$ cat src/rtl/pvs_ram.sv
// ----------------------------------------------------------------------------
// pvs_ram
// voice state memory, one write port and one registered read port
// ----------------------------------------------------------------------------
module pvs_ram #(
  parameter int DEPTH  = 8,
  parameter int DATA_W = 32,
  parameter int ADDR_W = 3
) (
  input  logic              clk,
  input  logic              wr_en,
  input  logic [ADDR_W-1:0] wr_addr,
  input  logic [DATA_W-1:0] wr_data,
  input  logic              rd_en,
  input  logic [ADDR_W-1:0] rd_addr,
  output logic [DATA_W-1:0] rd_data
);

  logic [DATA_W-1:0] mem [DEPTH];

  always_ff @(posedge clk) begin
    if (wr_en) begin
      mem[wr_addr] <= wr_data;
    end
    if (rd_en) begin
      rd_data <= mem[rd_addr];
    end
  end

endmodule

$ cat config.mk
export PLATFORM = sky130hd
export DESIGN_NAME = pvs_ram
export DESIGN_NICKNAME = d
export VERILOG_FILES = /design/src/rtl/pvs_ram.sv
export SDC_FILE = /design/constraint.sdc
export NUM_CORES = 1
export LEC_CHECK = 0
export ABC_AREA = 0
export BUFFER_PORTS_ARGS = -buffer_cell sky130_fd_sc_hd__buf_2
export CORE_UTILIZATION = 29
export CTS_BUF_LIST = sky130_fd_sc_hd__clkbuf_16
export DETAILED_ROUTE_END_ITERATION = 10
export HOLD_SLACK_MARGIN = 0.06
export PLACE_DENSITY = 0.4
export SLEW_MARGIN = 20
export SYNTH_ARGS = -nofsm -noshare
export SYNTH_HDL_FRONTEND = slang
export SYNTH_SLANG_ARGS = --single-unit
$ cat constraint.sdc
create_clock -name clk -period 11.8 [get_ports clk]
set_input_delay 2.95 -clock clk [delete_from_list [all_inputs] [get_ports clk]]
set_output_delay 2.95 -clock clk [all_outputs]
set_load 0.03 [all_outputs]
==> results of run 1 <==
## final timing paths
| kind | endpoint | slack, ns | cells after the start |
|---|---|---|---|
| hold / removal | rd_data[16]$_DFFE_PP_ | 0.74 | 2 |
| hold reg to reg | rd_data[16]$_DFFE_PP_ | 0.74 | 2 |
| setup / recovery | rd_data[18]$_DFFE_PP_ | 7.09 | 4 |
| setup reg to reg | rd_data[6]$_DFFE_PP_ | 10.38 | 2 |
## worst register-to-register path, stage by stage, from the launching register on
cell,delay [ns]
edfxtp_1,0.36
mux4_1,0.52
mux2_2,0.29
## layer usage
metal	global-route usage (%)	vias to the layer above	part of all wire [%]	wire (µm)
met4	3.27	6	2.0	446
met2	21.8	82	52	11800
li1	-	2025	-	-
met5	0	-	0.18	41
met3	2.41	42	4.0	909
met1	14.5	2442	41	9270
## stage by stage
step / cell area, µm² / total power, mW
6_report: 12700 / 2.17
5_1_grt: 12700 / 2.25
4_1_cts: 12700 / 2.20
3_5_place_dp: 11800 / 1.33
3_3_place_gp: 11800 / 1.32
2_1_floorplan: 10800 / 1.27
## logic make-up after synthesis
| family | after synthesis | synth area share, % |
|---|---|---|
| flops | 288 | 80.2 |
| mux | 96 | 18.1 |
| buf+inv | 18 | 1.18 |
| simple gates | 13 | 0.545 |
## power breakdown
part	switching (mW)	total (mW)	internal [mW]	leakage [nW]
registers	0.00897	1.18	1.17	2.64
clock network	0.373	0.865	0.492	0.481
logic	0.0734	0.122	0.0490	1.08
total	0.455	2.17	1.71	4.20
## state kept, by name (all words and copies together), names as in the netlist
signal,cells
mem,256
rd_data,32
## final cells by class
class | count | area [µm²] | share of cell area, %
clock inverter | 23 | 126 | 0.998
sequential | 288 | 8650 | 68.3
tap | 468 | 586 | 4.62
clock buffer | 31 | 776 | 6.12
multi-input combinational | 109 | 2070 | 16.4
timing repair buffer | 85 | 460 | 3.63
## layout by cell type (no fill, tap or decap), drive strengths merged
cell	instances
mux4	64
clkinvlp	2
clkinv	9
bufinv	1
nand2b	3
clkbuf	31
nor3	2
edfxtp	288
nand2	2
mux2	32
inv	11
buf	85
nor2	6
==> impl_metrics.env, run 1 <==
export IMPL_cts_root_buf="clkbuf_16"
export IMPL_timing_final_ws_setup_ns=7.09
export IMPL_wl_mm=22.4
export IMPL_dp_cells=950
export IMPL_die_area_um2=38000
export IMPL_drv_slew=0
export IMPL_fillers=3384
export IMPL_hold_path_class="register to register"
export IMPL_outcome="completed"
export IMPL_cpPeakStageDelay_ns=0.76
export IMPL_cts_buffers=31
export IMPL_routed_via_density=4.58
export IMPL_path_class="primary input to register"
export IMPL_tightestPinTransition_ns=0.943
export IMPL_io_pins=73
export IMPL_synth_area_um2=10800
export IMPL_synth_most_common_cell="edfxtp_1"
export IMPL_grt_total_usage_pct=12.0
export IMPL_ant_nets=0
export IMPL_cp_start_kind="primary input"
export IMPL_period_share_pct=39.9
export IMPL_ys_types=12
export IMPL_cts_tree="yes"
export IMPL_synth_flop_cell="edfxtp_1"
export IMPL_fp_dieW_um=195
export IMPL_fin_util_pct=34.6
export IMPL_finalSetupViolations=0
export IMPL_r2r_start="mem[1][6]$_DFFE_PP_"
export IMPL_finalSetupTns_ns=0
export IMPL_yosysSeqAreaShare_pct=80.2
export IMPL_start_util_pct=29.5
export IMPL_area_delta_synth_final_pct=17.4
export IMPL_grt_overflow=0
export IMPL_synth_edf_count=288
export IMPL_core_area_um2=36600
export IMPL_cp_num_buf_inv=2
export IMPL_syn_inst=415
export IMPL_holdBufCountCts=0
export IMPL_dr_pass1_iters=4
export IMPL_crit_start="rd_addr[0]"
export IMPL_p_leak_nw=4.20
export IMPL_synth_top_cell_area_share_pct=80.2
export IMPL_grt_pass1_wl_mm=33.1
export IMPL_vias=4597
export IMPL_clk_latency_ns=0.55
export IMPL_htree_levels=1
export IMPL_cts_buffer_depth=3
export IMPL_antenna_found_initial=3
export IMPL_clk_pin_slew_ns=0.06
export IMPL_wl_per_cell_um=22.4
export IMPL_cp_cell_sequence="buf_4 > buf_4 > mux4_1 > mux2_2"
export IMPL_post_cts_resized=0
export IMPL_layoutNonFillerInstCount=1004
export IMPL_synth_area_per_cell_um2=26.0
export IMPL_synthTopCellsByArea="edfxtp_1, mux4_1, mux4_2"
export IMPL_postCtsSetupBuffers=0
export IMPL_worst_path_most_repeated_cell="buf_4"
export IMPL_fmax_ghz=0.212
export IMPL_dp_hpwl_mm=11.7
export IMPL_cp_arrival_ns=5.01
export IMPL_drtIter0Drc=243
export IMPL_async_reset_ff_share_pct=0
export IMPL_drv_cap=0
export IMPL_hold_ws_ns=0.743
export IMPL_n_antenna_cell=0
export IMPL_drc=0
export IMPL_yosysWarnings=0
export IMPL_dieHeight_um=195
export IMPL_cp_top_family="buffers and inverters"
export IMPL_grt_max_degree=65
export IMPL_drive_gt1_share_pct=35.1
export IMPL_rsz0062_at_grt="no"
export IMPL_final_hold_viol_count=0
export IMPL_min_period_ns=4.71
export IMPL_pre_cts_ws_ns=6.44
export IMPL_synth_top_cell_by_area="edfxtp_1"
export IMPL_synth_nets=456
export IMPL_synth_top_cells_by_count="edfxtp_1, mux4_1, mux2_2"
export IMPL_yosys_register_bits=288
export IMPL_slew_headroom_pct=37.2
export IMPL_fp_row_count=70
export IMPL_cts_sinks=288
export IMPL_crit_slowest_cell="buf_4"
export IMPL_grt_pass1_vias=5092
export IMPL_hold_path_startpoint="mem[0][16]$_DFFE_PP_"
export IMPL_worstPathRequired_ns=12.10
export IMPL_io_buffers=72
export IMPL_path_max_fanout=46
export IMPL_power_density_nw_per_um2=171
export IMPL_vdd_drop_max_mv=0.130
export IMPL_critPathCaptureType="register"
export IMPL_routabilityCongestion=0.654
export IMPL_nets=556
export IMPL_fin_skew_ns=0.00646
Note: power is estimated with default switching activity, not from simulation.
==> inputs of run 2 (changes only) <==
--- a/config.mk
+++ b/config.mk
@@ -5,13 +5,13 @@
 export SDC_FILE = /design/constraint.sdc
 export NUM_CORES = 1
 export LEC_CHECK = 0
-export ABC_AREA = 0
+export ABC_AREA = 1
 export BUFFER_PORTS_ARGS = -buffer_cell sky130_fd_sc_hd__buf_2
 export CORE_UTILIZATION = 29
 export CTS_BUF_LIST = sky130_fd_sc_hd__clkbuf_16
 export DETAILED_ROUTE_END_ITERATION = 10
 export HOLD_SLACK_MARGIN = 0.06
-export PLACE_DENSITY = 0.4
+export PLACE_DENSITY = 0.42
 export SLEW_MARGIN = 20
 export SYNTH_ARGS = -nofsm -noshare
 export SYNTH_HDL_FRONTEND = slang
==> constraint.sdc (replaced) <==
create_clock -name clk -period 4.3 [get_ports clk]
set_input_delay 1.075 -clock clk [delete_from_list [all_inputs] [get_ports clk]]
set_output_delay 1.075 -clock clk [all_outputs]
set_load 0.03 [all_outputs]
==> impl_metrics.env, run 2 <==
export IMPL_dr_max_layer_used="met5"
export IMPL_cp_arrival_ns=2.50
export IMPL_holdBufCountCts=0
export IMPL_period_share_pct=53.5
export IMPL_wl_per_cell_um=16.3
export IMPL_critPathCaptureType="register"
export IMPL_fin_util_pct=34.5
export IMPL_cp_num_buf_inv=3
export IMPL_p_leak_nw=6.36
export IMPL_path_depth=5
export IMPL_crit_slowest_cell="nor2_4"
export IMPL_grt_pass1_wl_mm=45.7
export IMPL_ys_types=11
export IMPL_cts_root_buf="clkbuf_16"
export IMPL_hold_path_class="register to register"
export IMPL_path_class="primary input to register"
export IMPL_synth_compound_area_share_pct=0
export IMPL_antenna_found_initial=3
export IMPL_yosys_register_bits=288
export IMPL_dieHeight_um=207
export IMPL_synth_nets=1197
export IMPL_wl_mm=29.1
export IMPL_cp_top_family="simple AND/OR/NAND/NOR gates"
export IMPL_final_hold_viol_count=0
export IMPL_vias=7431
export IMPL_synth_top_cell_by_area="edfxtp_1"
export IMPL_cp_start_kind="primary input"
export IMPL_io_pins=73
export IMPL_cts_buffer_depth=3
export IMPL_final_common_cell="nand2_1"
export IMPL_cts_sinks=288
export IMPL_cpPeakStageDelay_ns=0.69
export IMPL_slew_headroom_pct=33.0
export IMPL_io_buffers=72
export IMPL_routed_via_density=4.15
export IMPL_tightestPinTransition_ns=1.00
export IMPL_timing_final_ws_setup_ns=2.00
export IMPL_grt_max_degree=66
export IMPL_finalSetupTns_ns=0
export IMPL_power_mw=6.31
export IMPL_cts_tree="yes"
export IMPL_fp_row_count=74
export IMPL_synth_simple_area_share_pct=18.5
export IMPL_hold_depth=6
export IMPL_synth_top_family_by_area="simple AND/OR/NAND/NOR gates"
export IMPL_wl_met2_mm=13.3
export IMPL_synth_area_um2=12200
export IMPL_worstPathRequired_ns=4.50
export IMPL_violations="DRC"
export IMPL_fp_dieW_um=207
export IMPL_yosysWarnings=0
export IMPL_vdd_drop_max_mv=0.245
export IMPL_nets=1277
export IMPL_largest_register_ffs=256
export IMPL_postCtsSetupBuffers=0
export IMPL_routabilityCongestion=0.693
export IMPL_synth_flop_cell="edfxtp_1"
export IMPL_rsz0062_at_grt="no"
export IMPL_drc=12
export IMPL_power_density_nw_per_um2=445
export IMPL_min_period_ns=2.30
export IMPL_reg_largest_list="mem (256), rd_data (32)"
export IMPL_clk_latency_ns=0.51
export IMPL_top_register="mem"
export IMPL_ant_nets=0
export IMPL_grt_pass1_vias=7659
export IMPL_grt_overflow=0
export IMPL_wl_met1_mm=13.9
export IMPL_synth_top_cells_by_count="nand2_1, edfxtp_1, inv_1"
export IMPL_dp_hpwl_mm=14.9
export IMPL_finalSetupViolations=0
export IMPL_core_area_um2=41100
export IMPL_path_max_fanout=18
export IMPL_r2r_cells=6
export IMPL_start_util_pct=29.7
export IMPL_wl_met3_mm=1.38
export IMPL_cts_buffers=35
export IMPL_outcome="finished, violations left"
export IMPL_die_area_um2=42900
export IMPL_drv_slew=0
export IMPL_htree_levels=2
export IMPL_layout_common_cells="nand2_1, edfxtp_1, inv_1"
export IMPL_synth_edf_count=288
export IMPL_yosysSeqAreaShare_pct=70.9
export IMPL_drive_gt1_share_pct=11.2
export IMPL_pre_cts_ws_ns=1.40
export IMPL_synth_fa_ha_area_share_pct=0
export IMPL_dp_cells=1731
export IMPL_cp_cell_sequence="buf_2 > inv_1 > nand2_1 > nor2_4 > buf_4"
export IMPL_syn_inst=1156
export IMPL_synth_xor_xnor_area_share_pct=0
export IMPL_clk_pin_slew_ns=0.05
export IMPL_synth_area_per_cell_um2=10.5
export IMPL_dr_pass1_iters=8
export IMPL_synth_top_cell_area_share_pct=70.9
export IMPL_synthTopCellsByArea="edfxtp_1, nand2_1, inv_1"
export IMPL_async_reset_ff_share_pct=0
export IMPL_drv_cap=0
export IMPL_synth_most_common_cell="nand2_1"
export IMPL_drtIter0Drc=400
export IMPL_fin_skew_ns=0.0140
export IMPL_layoutNonFillerInstCount=1789
export IMPL_post_cts_resized=0
export IMPL_fmax_ghz=0.435
export IMPL_grt_total_usage_pct=14.0
export IMPL_area_delta_synth_final_pct=16.2
export IMPL_synthMuxAreaShare_pct=0
run 2: changes by cell type in the layout (fill, tap and decap cells not counted), moves of 3 or more:
cell	previous run	this run
mux4_2	24	0
clkbuf_16	31	37
clkinv_2	5	2
clkinv_1	4	10
inv_1	11	267
nand3_1	0	128
nand2b_1	3	0
nand2_1	2	422
mux2_2	32	0
buf_4	14	19
mux4_1	40	0
run 2: stage by stage:
step / hold WS (ns) / instance area (µm²)
after CTS: 0.703 / 14200
final: 0.695 / 14200
after detailed placement: 0.690 / 13100
after floorplan: 0.662 / 12200
after global placement: 0.693 / 13100
after global routing: 0.740 / 14200
run 2: layer usage:
metal  vias up  GRT usage [%]
met5         -              0
met4         6           3.63
met3        41           2.50
met2       127           22.8
met1      3485           19.2
li1       3772              -
run 2: layout make-up:
class                           instances  area (µm²)
Clock inverter                         20        93.8
Timing Repair Buffer                   91         533
Multi-Input combinational cell        558        2310
Inverter                              262         986
Clock buffer                           37         926
Antenna cell                            1        2.50
Sequential cell                       288        8650
Fill cell                            4203       26900
Tap cell                              532         666
run 2: final timing paths:
kind	start	to	slack, ns
worst min-delay path	mem[0][4]$_DFFE_PP_	rd_data[4]$_DFFE_PP_	0.70
worst min register to register	mem[0][4]$_DFFE_PP_	rd_data[4]$_DFFE_PP_	0.70
worst max register to register	mem[7][20]$_DFFE_PP_	rd_data[20]$_DFFE_PP_	3.21
worst max-delay path	wr_addr[0]	mem[0][12]$_DFFE_PP_	2.00
run 2: tightest hold or removal path, stage by stage (launching register included):
cell      delay (ns)
edfxtp_1        0.31
inv_1           0.03
nand2_1         0.05
nand3_1         0.06
nand2_1         0.06
nand2_1         0.04
nand2_1         0.04
run 2: logic make-up (layout without fill, tap and decap cells):
family	Yosys count	count (layout)
DFF	288	288
and+or+nand+nor	558	558
buffers and inverters	310	410
other	0	1
run 2: report_power, final:
part,total [mW],switching (mW),internal (mW)
Sequential,3.23,0.0253,3.21
Combinational,0.436,0.320,0.116
Clock,2.64,1.10,1.54
Total,6.31,1.44,4.87
