**src/rtl/pvs_pkg.sv**
```systemverilog
// ----------------------------------------------------------------------------
// pvs_pkg
// shared types, codes and tables of the polyphonic voice synthesizer
// ----------------------------------------------------------------------------
package pvs_pkg;

  localparam int NUM_VOICES_DEF     = 8;
  localparam int SAMPLES_PER_MS_DEF = 16;
  localparam int MS_MAX             = 4095;
  localparam int PEAK_W             = 15;
  localparam int S_W                = 18;
  localparam int QUOT_W             = 15;
  localparam int NB_W               = 5;
  localparam int HZ_TO_STEP         = 1049;
  localparam int CLAMP_MAX          = 32767;
  localparam int SQUARE_LEVEL       = 16000;
  localparam int WOBBLE_SHIFT       = 11;
  localparam logic [31:0] SEED_INIT = 32'h0123_4567;

  // quotient bit counts for the three divisions
  localparam logic [NB_W-1:0] NB_ATTACK = NB_W'(15);
  localparam logic [NB_W-1:0] NB_DECAY  = NB_W'(11);
  localparam logic [NB_W-1:0] NB_SWEEP  = NB_W'(8);

  typedef enum logic [1:0] {
    CMD_TICK  = 2'd0,
    CMD_NOISE = 2'd1,
    CMD_TONE  = 2'd2
  } cmd_t;

  typedef enum logic [1:0] {
    WAVE_SINE   = 2'd0,
    WAVE_SQUARE = 2'd1,
    WAVE_WOBBLE = 2'd2
  } wave_t;

  typedef enum logic [2:0] {
    KIND_OFF    = 3'd0,
    KIND_NOISE  = 3'd1,
    KIND_SINE   = 3'd2,
    KIND_SQUARE = 3'd3,
    KIND_WOBBLE = 3'd4
  } voice_kind_t;

  // request payload, first field in the highest bits
  typedef struct packed {
    logic        highpass_on;
    logic [7:0]  lowpass_coeff;
    logic [11:0] delay_ms;
    logic [11:0] attack_ms;
    logic [14:0] amplitude;
    logic [11:0] duration_ms;
    logic [12:0] end_hz;
    logic [12:0] start_hz;
    logic [1:0]  waveform;
  } in_fields_t;

  localparam int IN_DATA_W  = $bits(in_fields_t);
  localparam int OUT_DATA_W = 24;

  function automatic logic [31:0] xorshift(input logic [31:0] x);
    logic [31:0] a;
    logic [31:0] b;
    a = x ^ (x << 13);
    b = a ^ (a >> 17);
    return b ^ (b << 5);
  endfunction

  // parabolic sine
  localparam int SINE_FULL = 32767;
  localparam int SINE_DIV  = 127 * 127;

  typedef logic signed [15:0] sine_tab_t [256];

  function automatic sine_tab_t sine_table();
    sine_tab_t tab;
    int x;
    int y;
    for (int i = 0; i < 256; i++) begin
      x = (i & 127) * 2 - 127;
      y = SINE_FULL - (x * x * SINE_FULL) / SINE_DIV;
      tab[i] = (i < 128) ? 16'(y) : 16'(-y);
    end
    return tab;
  endfunction

  localparam sine_tab_t SINE_ROM = sine_table();

endpackage

```
**src/rtl/pvs_div.sv**
```systemverilog
// ----------------------------------------------------------------------------
// pvs_div
// serial restoring divider, one quotient bit per cycle
// ----------------------------------------------------------------------------
module pvs_div #(
  parameter int DVD_W = 31,
  parameter int DSR_W = 16
) (
  input  logic                       clk,
  input  logic                       rst_n,
  input  logic                       start,
  input  logic [DVD_W-1:0]           dividend,
  input  logic [DSR_W-1:0]           divisor,
  input  logic [pvs_pkg::NB_W-1:0]   nbits,
  output logic                       done,
  output logic [pvs_pkg::QUOT_W-1:0] quotient
);

  localparam int SH_W = $clog2(DVD_W + 1);

  logic                     busy_r;
  logic                     done_r;
  logic [pvs_pkg::NB_W-1:0] cnt_r;
  logic [pvs_pkg::NB_W-1:0] nb_r;
  logic [DSR_W-1:0]         rem_r;
  logic [DSR_W-1:0]         dsr_r;
  logic [DVD_W-1:0]         work_r;

  logic [SH_W-1:0]  lsh;
  logic [DSR_W:0]   cand;
  logic [DSR_W+1:0] diff;
  logic             ge;

  assign lsh  = SH_W'(DVD_W) - SH_W'(nbits);
  assign cand = {rem_r, work_r[DVD_W-1]};
  assign diff = {1'b0, cand} - {2'b00, dsr_r};
  assign ge   = ~diff[DSR_W+1];

  always_ff @(posedge clk) begin
    if (!rst_n) begin
      busy_r <= 1'b0;
      done_r <= 1'b0;
    end else begin
      done_r <= 1'b0;
      if (start) begin
        busy_r <= 1'b1;
        cnt_r  <= '0;
        nb_r   <= nbits;
        dsr_r  <= divisor;
        rem_r  <= DSR_W'(dividend >> nbits);
        work_r <= dividend << lsh;
      end else if (busy_r) begin
        rem_r  <= ge ? diff[DSR_W-1:0] : cand[DSR_W-1:0];
        work_r <= {work_r[DVD_W-2:0], ge};
        cnt_r  <= cnt_r + 1'b1;
        if (cnt_r == nb_r - 1'b1) begin
          busy_r <= 1'b0;
          done_r <= 1'b1;
        end
      end
    end
  end

  assign done     = done_r;
  assign quotient = work_r[pvs_pkg::QUOT_W-1:0];

endmodule
```
**config.mk**
```make
export PLATFORM = sky130hd
export DESIGN_NAME = pvs_div
export DESIGN_NICKNAME = d
export VERILOG_FILES = /design/src/rtl/pvs_pkg.sv /design/src/rtl/pvs_div.sv
export SDC_FILE = /design/constraint.sdc
export NUM_CORES = 1
export LEC_CHECK = 0
export BUFFER_PORTS_ARGS = -buffer_cell sky130_fd_sc_hd__buf_2
export CORE_MARGIN = 10
export CORE_UTILIZATION = 55
export CTS_CLUSTER_DIAMETER = 40
export DETAILED_ROUTE_END_ITERATION = 8
export GPL_TIMING_DRIVEN = 1
export PLACE_DENSITY = 0.76
export SYNTH_ARGS = -nofsm -noshare
export SYNTH_HDL_FRONTEND = slang
export SYNTH_SLANG_ARGS = --single-unit
export TNS_END_PERCENT = 5
```
**constraint.sdc**
```tcl
create_clock -name clk -period 3.3 [get_ports clk]
set_input_delay 0.33 -clock clk [delete_from_list [all_inputs] [get_ports clk]]
set_output_delay 0.33 -clock clk [all_outputs]
set_load 0.01 [all_outputs]
```
==> results of run 1 <==
[Yosys cell counts, drive strengths merged (4+ instances only)]
| cell type | number | area share |
|---|---|---|
| edfxtp | 73 | 0.36 |
| nand2 | 51 | 0.032 |
| nor2 | 35 | 0.022 |
| buf | 32 | 0.037 |
| inv | 31 | 0.019 |
| mux2i | 30 | 0.051 |
| mux4 | 26 | 0.097 |
| clkbuf | 24 | 0.015 |
| a21oi | 22 | 0.022 |
| o21ai | 22 | 0.018 |
| o2bb2ai | 19 | 0.027 |
| ha | 18 | 0.037 |
| mux2 | 12 | 0.023 |
| o221ai | 12 | 0.017 |
| o21a | 11 | 0.014 |
| nand3 | 10 | 0.0082 |
| xnor2 | 10 | 0.014 |
| a21o | 9 | 0.011 |
| nor3 | 8 | 0.0066 |
| o211ai | 8 | 0.0099 |
| a22oi | 7 | 0.0086 |
| nor2b | 7 | 0.0072 |
| o311a | 7 | 0.012 |
| or2 | 7 | 0.0072 |
| a31oi | 6 | 0.0062 |
| nand4 | 5 | 0.0051 |
| xor2 | 5 | 0.0072 |
| a221o | 4 | 0.0066 |
| o31ai | 4 | 0.0049 |
| or4 | 4 | 0.0049 |
[report_power, final]
group / total (W) / switching, W / internal [W]
combinational: 0.000955 / 0.000558 / 0.000397
clock: 0.000861 / 0.000364 / 0.000497
sequential: 0.00119 / 0.0000436 / 0.00115
total: 0.00301 / 0.000965 / 0.00205
[sequential cells by signal (all words and copies together) (netlist names)]
register,cells
dsr_r,16
cnt_r,5
work_r,31
busy_r,1
nb_r,5
rem_r,16
done,1
[final cells by class]
class	count	share of cell area
sequential	75	0.338
inverter	31	0.0176
multi-input combinational	416	0.517
timing repair buffer	79	0.0653
tap	140	0.0266
clock inverter	5	0.0156
clock buffer	10	0.0193
[placed cells by master (no fill, tap or decap), types with 6 or more instances in the layout]
| cell type | netlist | routed |
|---|---|---|
| nor3_1 | 8 | 8 |
| buf_2 | 7 | 70 |
| o21a_1 | 11 | 10 |
| o221ai_1 | 12 | 12 |
| ha_1 | 18 | 18 |
| a21oi_1 | 18 | 18 |
| o2bb2ai_1 | 19 | 19 |
| or2_2 | 7 | 7 |
| buf_4 | 18 | 8 |
| a21o_1 | 9 | 9 |
| nand2_1 | 50 | 50 |
| inv_1 | 31 | 31 |
| mux2i_1 | 29 | 29 |
| xnor2_1 | 10 | 10 |
| nor2b_1 | 7 | 7 |
| mux2_2 | 11 | 11 |
| a22oi_1 | 7 | 7 |
| a31oi_1 | 6 | 6 |
| nor2_1 | 34 | 34 |
| o211ai_1 | 8 | 8 |
| mux4_2 | 25 | 25 |
| clkbuf_8 | 0 | 9 |
| edfxtp_1 | 73 | 73 |
| o311a_1 | 7 | 7 |
| o21ai_0 | 20 | 20 |
| nand3_1 | 10 | 10 |
[worst max-delay path, delay by kind of cell (launching register included)]
kind / cells / cell delay (ns)
AOI/OAI and AO/OA: 3 / 1.13
and+or+nand+nor: 3 / 0.67
adders and majority gates: 1 / 0.51
DFF: 1 / 0.44
[per-stage QoR]
stage | setup slack [ns] | total power (W) | util | cell area [µm²] | instances
2_1_floorplan | 0.805 | 0.00191 | - | 6080 | 578
3_3_place_gp | 0.478 | 0.00212 | 0.587 | 6370 | 741
3_5_place_dp | 0.400 | 0.00215 | 0.587 | 6370 | 741
4_1_cts | 0.377 | 0.00299 | 0.608 | 6600 | 756
5_1_grt | 0.217 | 0.00313 | 0.608 | 6600 | 756
6_report | 0.306 | 0.00301 | 0.608 | 6600 | 756
[worst max-delay path by stage]
stage | from | endpoint | slack (ns) | cells after the start
2_1_floorplan | rem_r[5]$_DFFE_PP_ | rem_r[6]$_DFFE_PP_ | 0.81 | 9
3_3_place_gp | rem_r[11]$_DFFE_PP_ | rem_r[4]$_DFFE_PP_ | 0.48 | 7
3_5_place_dp | rem_r[11]$_DFFE_PP_ | rem_r[10]$_DFFE_PP_ | 0.40 | 7
4_1_cts | rem_r[11]$_DFFE_PP_ | rem_r[8]$_DFFE_PP_ | 0.38 | 7
5_1_grt | rem_r[11]$_DFFE_PP_ | rem_r[6]$_DFFE_PP_ | 0.22 | 7
6_report | rem_r[11]$_DFFE_PP_ | rem_r[10]$_DFFE_PP_ | 0.31 | 7
[per-layer routing]
metal	global-route usage	up-vias	part of all wire
li1	-	2319	-
met1	0.273	2440	0.45
met2	0.297	284	0.45
met3	0.0490	37	0.080
met4	0.0630	0	0.022
met5	0	-	0
[cells by family (layout without fill, tap and decap cells)]
kind of cell    after synthesis  in the layout  synth area share
mux                          68             68             0.171
xor+xnor                     15             15            0.0216
compound gates              166            166             0.211
buf+inv                      87            125            0.0713
flops                        75             75             0.367
fa+ha+maj                    19             19            0.0404
simple gates                148            148             0.117
==> impl_metrics.ini, run 1 <==
[critical_path]
end_kind = register
path_max_fanout = 11
worstPathCellList = ha_1 -> nand2_1 -> a21boi_2 -> and4b_1 -> o2111a_1 -> nor2_2 -> a311o_1
start_kind = register
r2r_end = rem_r[10]$_DFFE_PP_
cp.required_ns = 3.42
worstSetupPathType = reg -> reg
rr_worst_depth = 7
r2r_slack_ns = 0.31
timing.rr.start = rem_r[11]$_DFFE_PP_
cp.arrival_ns = 3.11
critPathSlowestCell = ha_1
critical_path.max_stage_delay_ns = 0.51

[final_layout]
seq_area_mm2 = 0.00223
syn_to_final_growth_pct = 8.57
multi_input_area_mm2 = 0.00341
n_antenna_cell = 0
drive_gt1_frac = 0.244
layout.nets = 686
fillers = 896

[drt]
avgRoutedWirePerCell_um = 21.1
detail-route-antenna-nets = 0
drtIter0Drc = 566
avgViaCountPerCell = 6.72
drt-pass1-iter-count = 9
vias = 5080
route.detailed.drc = 0
totalWireLength_um = 16000

[clock_network]
cts_resized = 0
cts_tree = built
clk_path_buf_depth = 2
ctsHoldBuffers = 0
cts-root-buf = clkbuf_8
clock_latency_ns = 0.38
post-cts-setup-buffers = 0
htreeDepth = 3
clk_pin_slew_ns = 0.08
clock-sinks = 75
numCtsBuffers = 9

[power_and_ir_drop]
ir_worst_vdd_v = 0.000188
p_leak_nw = 2.58
power_density_mw_per_mm2 = 456

[placement]
gp_congestion = 0.928
dp_hpwl_um = 11900
io_buffers = 70

[floorplanning]
pin_count = 71
coreArea_mm2 = 0.0108
fp.dieW_um = 125
rows = 38
die_h_um = 125
dieArea_mm2 = 0.0157
start_util = 0.560

[timing]
rsz0062_at_grt = false
finClkSkew_ns = 0.0124
period_share = 0.907
report.final.hold_viol_count = 0
max_freq_mhz = 334
setup-violations-final = 0
fin_setup_tns_ns = 0
fin_hold_ws_ns = 0.131
finalCriticalPeriod_ns = 2.99
tightest_slew_ns = 0.950
maxSlewHeadroom = 0.366
drv_slew = 0

[worst_hold_path]
hp-start = divisor[2]
worst_hold_path_type = in -> reg
min_to = dsr_r[2]$_DFFE_PP_
hold_depth = 1

[job]
drv_cap = 0

[grt]
grtUsageTotal = 0.198
grt_max_degree = 54
antenna_found_initial = 0
grt-ovfl-total = 0
grt_pass1_wl_um = 25800
grt_pass1_vias = 4857

[synthesis]
synth.avg_cell_area_um2 = 10.5
synth_cell_types = 72
synth-async-reset-ratio = 0
netlist_area_mm2 = 0.00608
syn_nets = 652
synth_flop_cell = edfxtp_1
yosysSeqAreaShare = 0.367
ys_ff_latch = 75
yosys_warnings = 0
synth-edff-count = 73
synthCells = 578

[status]
outcome = finished clean
Power figures use the tool's default switching activity.
==> run 2: changes to the inputs <==
- CORE_UTILIZATION: 55 -> 40
- PLACE_DENSITY: 0.76 -> default
==> run 2 against run 1 <==
Effect of this change:
- critical path depth unchanged
- non-clock buffer count increased by 4
- clock-buffer cell count unchanged
- clock skew decreased by 0.0059 ns
- worst setup slack got worse by 0.0042 ns
- via count decreased by 2.6%
- cell area increased by 2.5%
- flip-flop and latch count unchanged
- register-to-register slack about the same
- sequential share of layout area decreased by 0.82 points
- clock power increased by 23%
==> impl_metrics.ini, run 2 (same netlist as run 1, synthesis figures left out) <==
[drt]
vias = 4950
wl_met1_um = 8120
wl_met3_um = 1060
maxUsedRoutingLayer = met4
drtIter0Drc = 410
avgRoutedWirePerCell_um = 20.7
avgViaCountPerCell = 6.15
drt-pass1-iter-count = 6
wl_met2_um = 7130
totalWireLength_um = 16700
route.detailed.drc = 0
detail-route-antenna-nets = 0

[floorplanning]
start_util = 0.413
rows = 44
coreArea_mm2 = 0.0147
pin_count = 71
dieArea_mm2 = 0.0205
fp.dieW_um = 143
die_h_um = 143

[clock_network]
clock-sinks = 75
ctsHoldBuffers = 0
post-cts-setup-buffers = 0
cts_resized = 0
numCtsBuffers = 9
cts_tree = built
cts-root-buf = clkbuf_16
clk_path_buf_depth = 2
clock_latency_ns = 0.35
htreeDepth = 3
clk_pin_slew_ns = 0.06

[power_and_ir_drop]
power_density_mw_per_mm2 = 476
pwr-share-seq = 0.372
p_leak_nw = 2.63
p_int_w = 0.00221
ir_worst_vdd_v = 0.000279
combPwrFrac = 0.300
power_switching_w = 0.00101
switching_share = 0.313
power.share.clock = 0.328

[grt]
antenna_found_initial = 0
grtUsageTotal = 0.166
grt-ovfl-total = 0
grt_pass1_vias = 4832
grt_max_degree = 36
grt_pass1_wl_um = 26800

[final_layout]
final_util = 0.460
syn_to_final_growth_pct = 11.3
largest_register = work_r
layout.nets = 690
largest_register_ffs = 31
layout_commonest_cell = edfxtp_1
final_cells = 805
final_area_mm2 = 0.00676
top_regs = work_r x31, dsr_r x16, rem_r x16
drive_gt1_frac = 0.248
n_antenna_cell = 0
final_cell_mix = edfxtp_1, buf_2, nand2_1

[placement]
dp_hpwl_um = 12800
dp_slack_ns = 0.335
placed_cells = 789
io_buffers = 70
place_area_mm2 = 0.00645
gp_congestion = 0.964

[status]
outcome = finished clean

[critical_path]
rr_worst_depth = 7
worstSetupPathType = reg -> reg
start_kind = register
end_kind = register
path_max_fanout = 11
critPathLaunch = rem_r[11]$_DFFE_PP_
cp.required_ns = 3.40
r2r_slack_ns = 0.30
cp.arrival_ns = 3.10
r2r_end = rem_r[10]$_DFFE_PP_
timing.rr.start = rem_r[11]$_DFFE_PP_

[timing]
drv_slew = 0
rsz0062_at_grt = false
finalCriticalPeriod_ns = 3.00
setup-violations-final = 0
finClkSkew_ns = 0.00645
report.final.hold_viol_count = 0
max_freq_mhz = 334
fin_setup_tns_ns = 0
period_share = 0.908
tightest_slew_ns = 0.897
fin_ws_ns = 0.302
maxSlewHeadroom = 0.401

[worst_hold_path]
hp-start = divisor[3]
hold_depth = 1
min_to = dsr_r[3]$_DFFE_PP_
worst_hold_path_type = in -> reg

[job]
drv_cap = 0
[run 2: final cells by class]
| cell class | count | area (µm²) |
|---|---|---|
| Fill cell | 1401 | 7940 |
| Clock buffer | 10 | 229 |
| Inverter | 31 | 116 |
| Clock inverter | 6 | 80.1 |
| Sequential cell | 75 | 2230 |
| Tap cell | 184 | 230 |
| Timing Repair Buffer | 83 | 460 |
| Multi-Input combinational cell | 416 | 3410 |
[run 2: routing by layer]
metal,vias up,GRT usage
li1,2321,-
met1,2398,0.241
met2,207,0.235
met3,24,0.0352
met4,0,0.0596
met5,-,0
[run 2: power groups by stage]
stage	clock [W]	combinational [W]	sequential, W
floorplan	0	0.000715	0.00120
global placement	0	0.000940	0.00121
detailed placement	0	0.000948	0.00122
CTS	0.00108	0.000955	0.00120
global route	0.00111	0.00106	0.00120
finish	0.00106	0.000964	0.00120
[run 2: worst max-delay path: stages (launching register included)]
cell	delay, ns
edfxtp_1	0.45
ha_1	0.52
nand2_1	0.15
a21boi_2	0.25
and4b_1	0.34
o2111a_1	0.48
nor2_2	0.17
a311o_1	0.38
[run 2: how the worst max path moves through the flow]
stage	to	slack [ns]	cells past startpoint
final	rem_r[10]$_DFFE_PP_	0.30	7
after floorplan	rem_r[6]$_DFFE_PP_	0.81	9
after detailed placement	rem_r[10]$_DFFE_PP_	0.34	7
after global placement	rem_r[8]$_DFFE_PP_	0.34	7
after CTS	rem_r[10]$_DFFE_PP_	0.33	7
after global routing	rem_r[10]$_DFFE_PP_	0.09	7
[run 2: metrics by stage]
stage / hold WS [ns] / power, W
2_1_floorplan: 0.429 / 0.00191
3_3_place_gp: 0.504 / 0.00215
3_5_place_dp: 0.508 / 0.00216
4_1_cts: 0.140 / 0.00323
5_1_grt: 0.140 / 0.00338
6_report: 0.148 / 0.00322
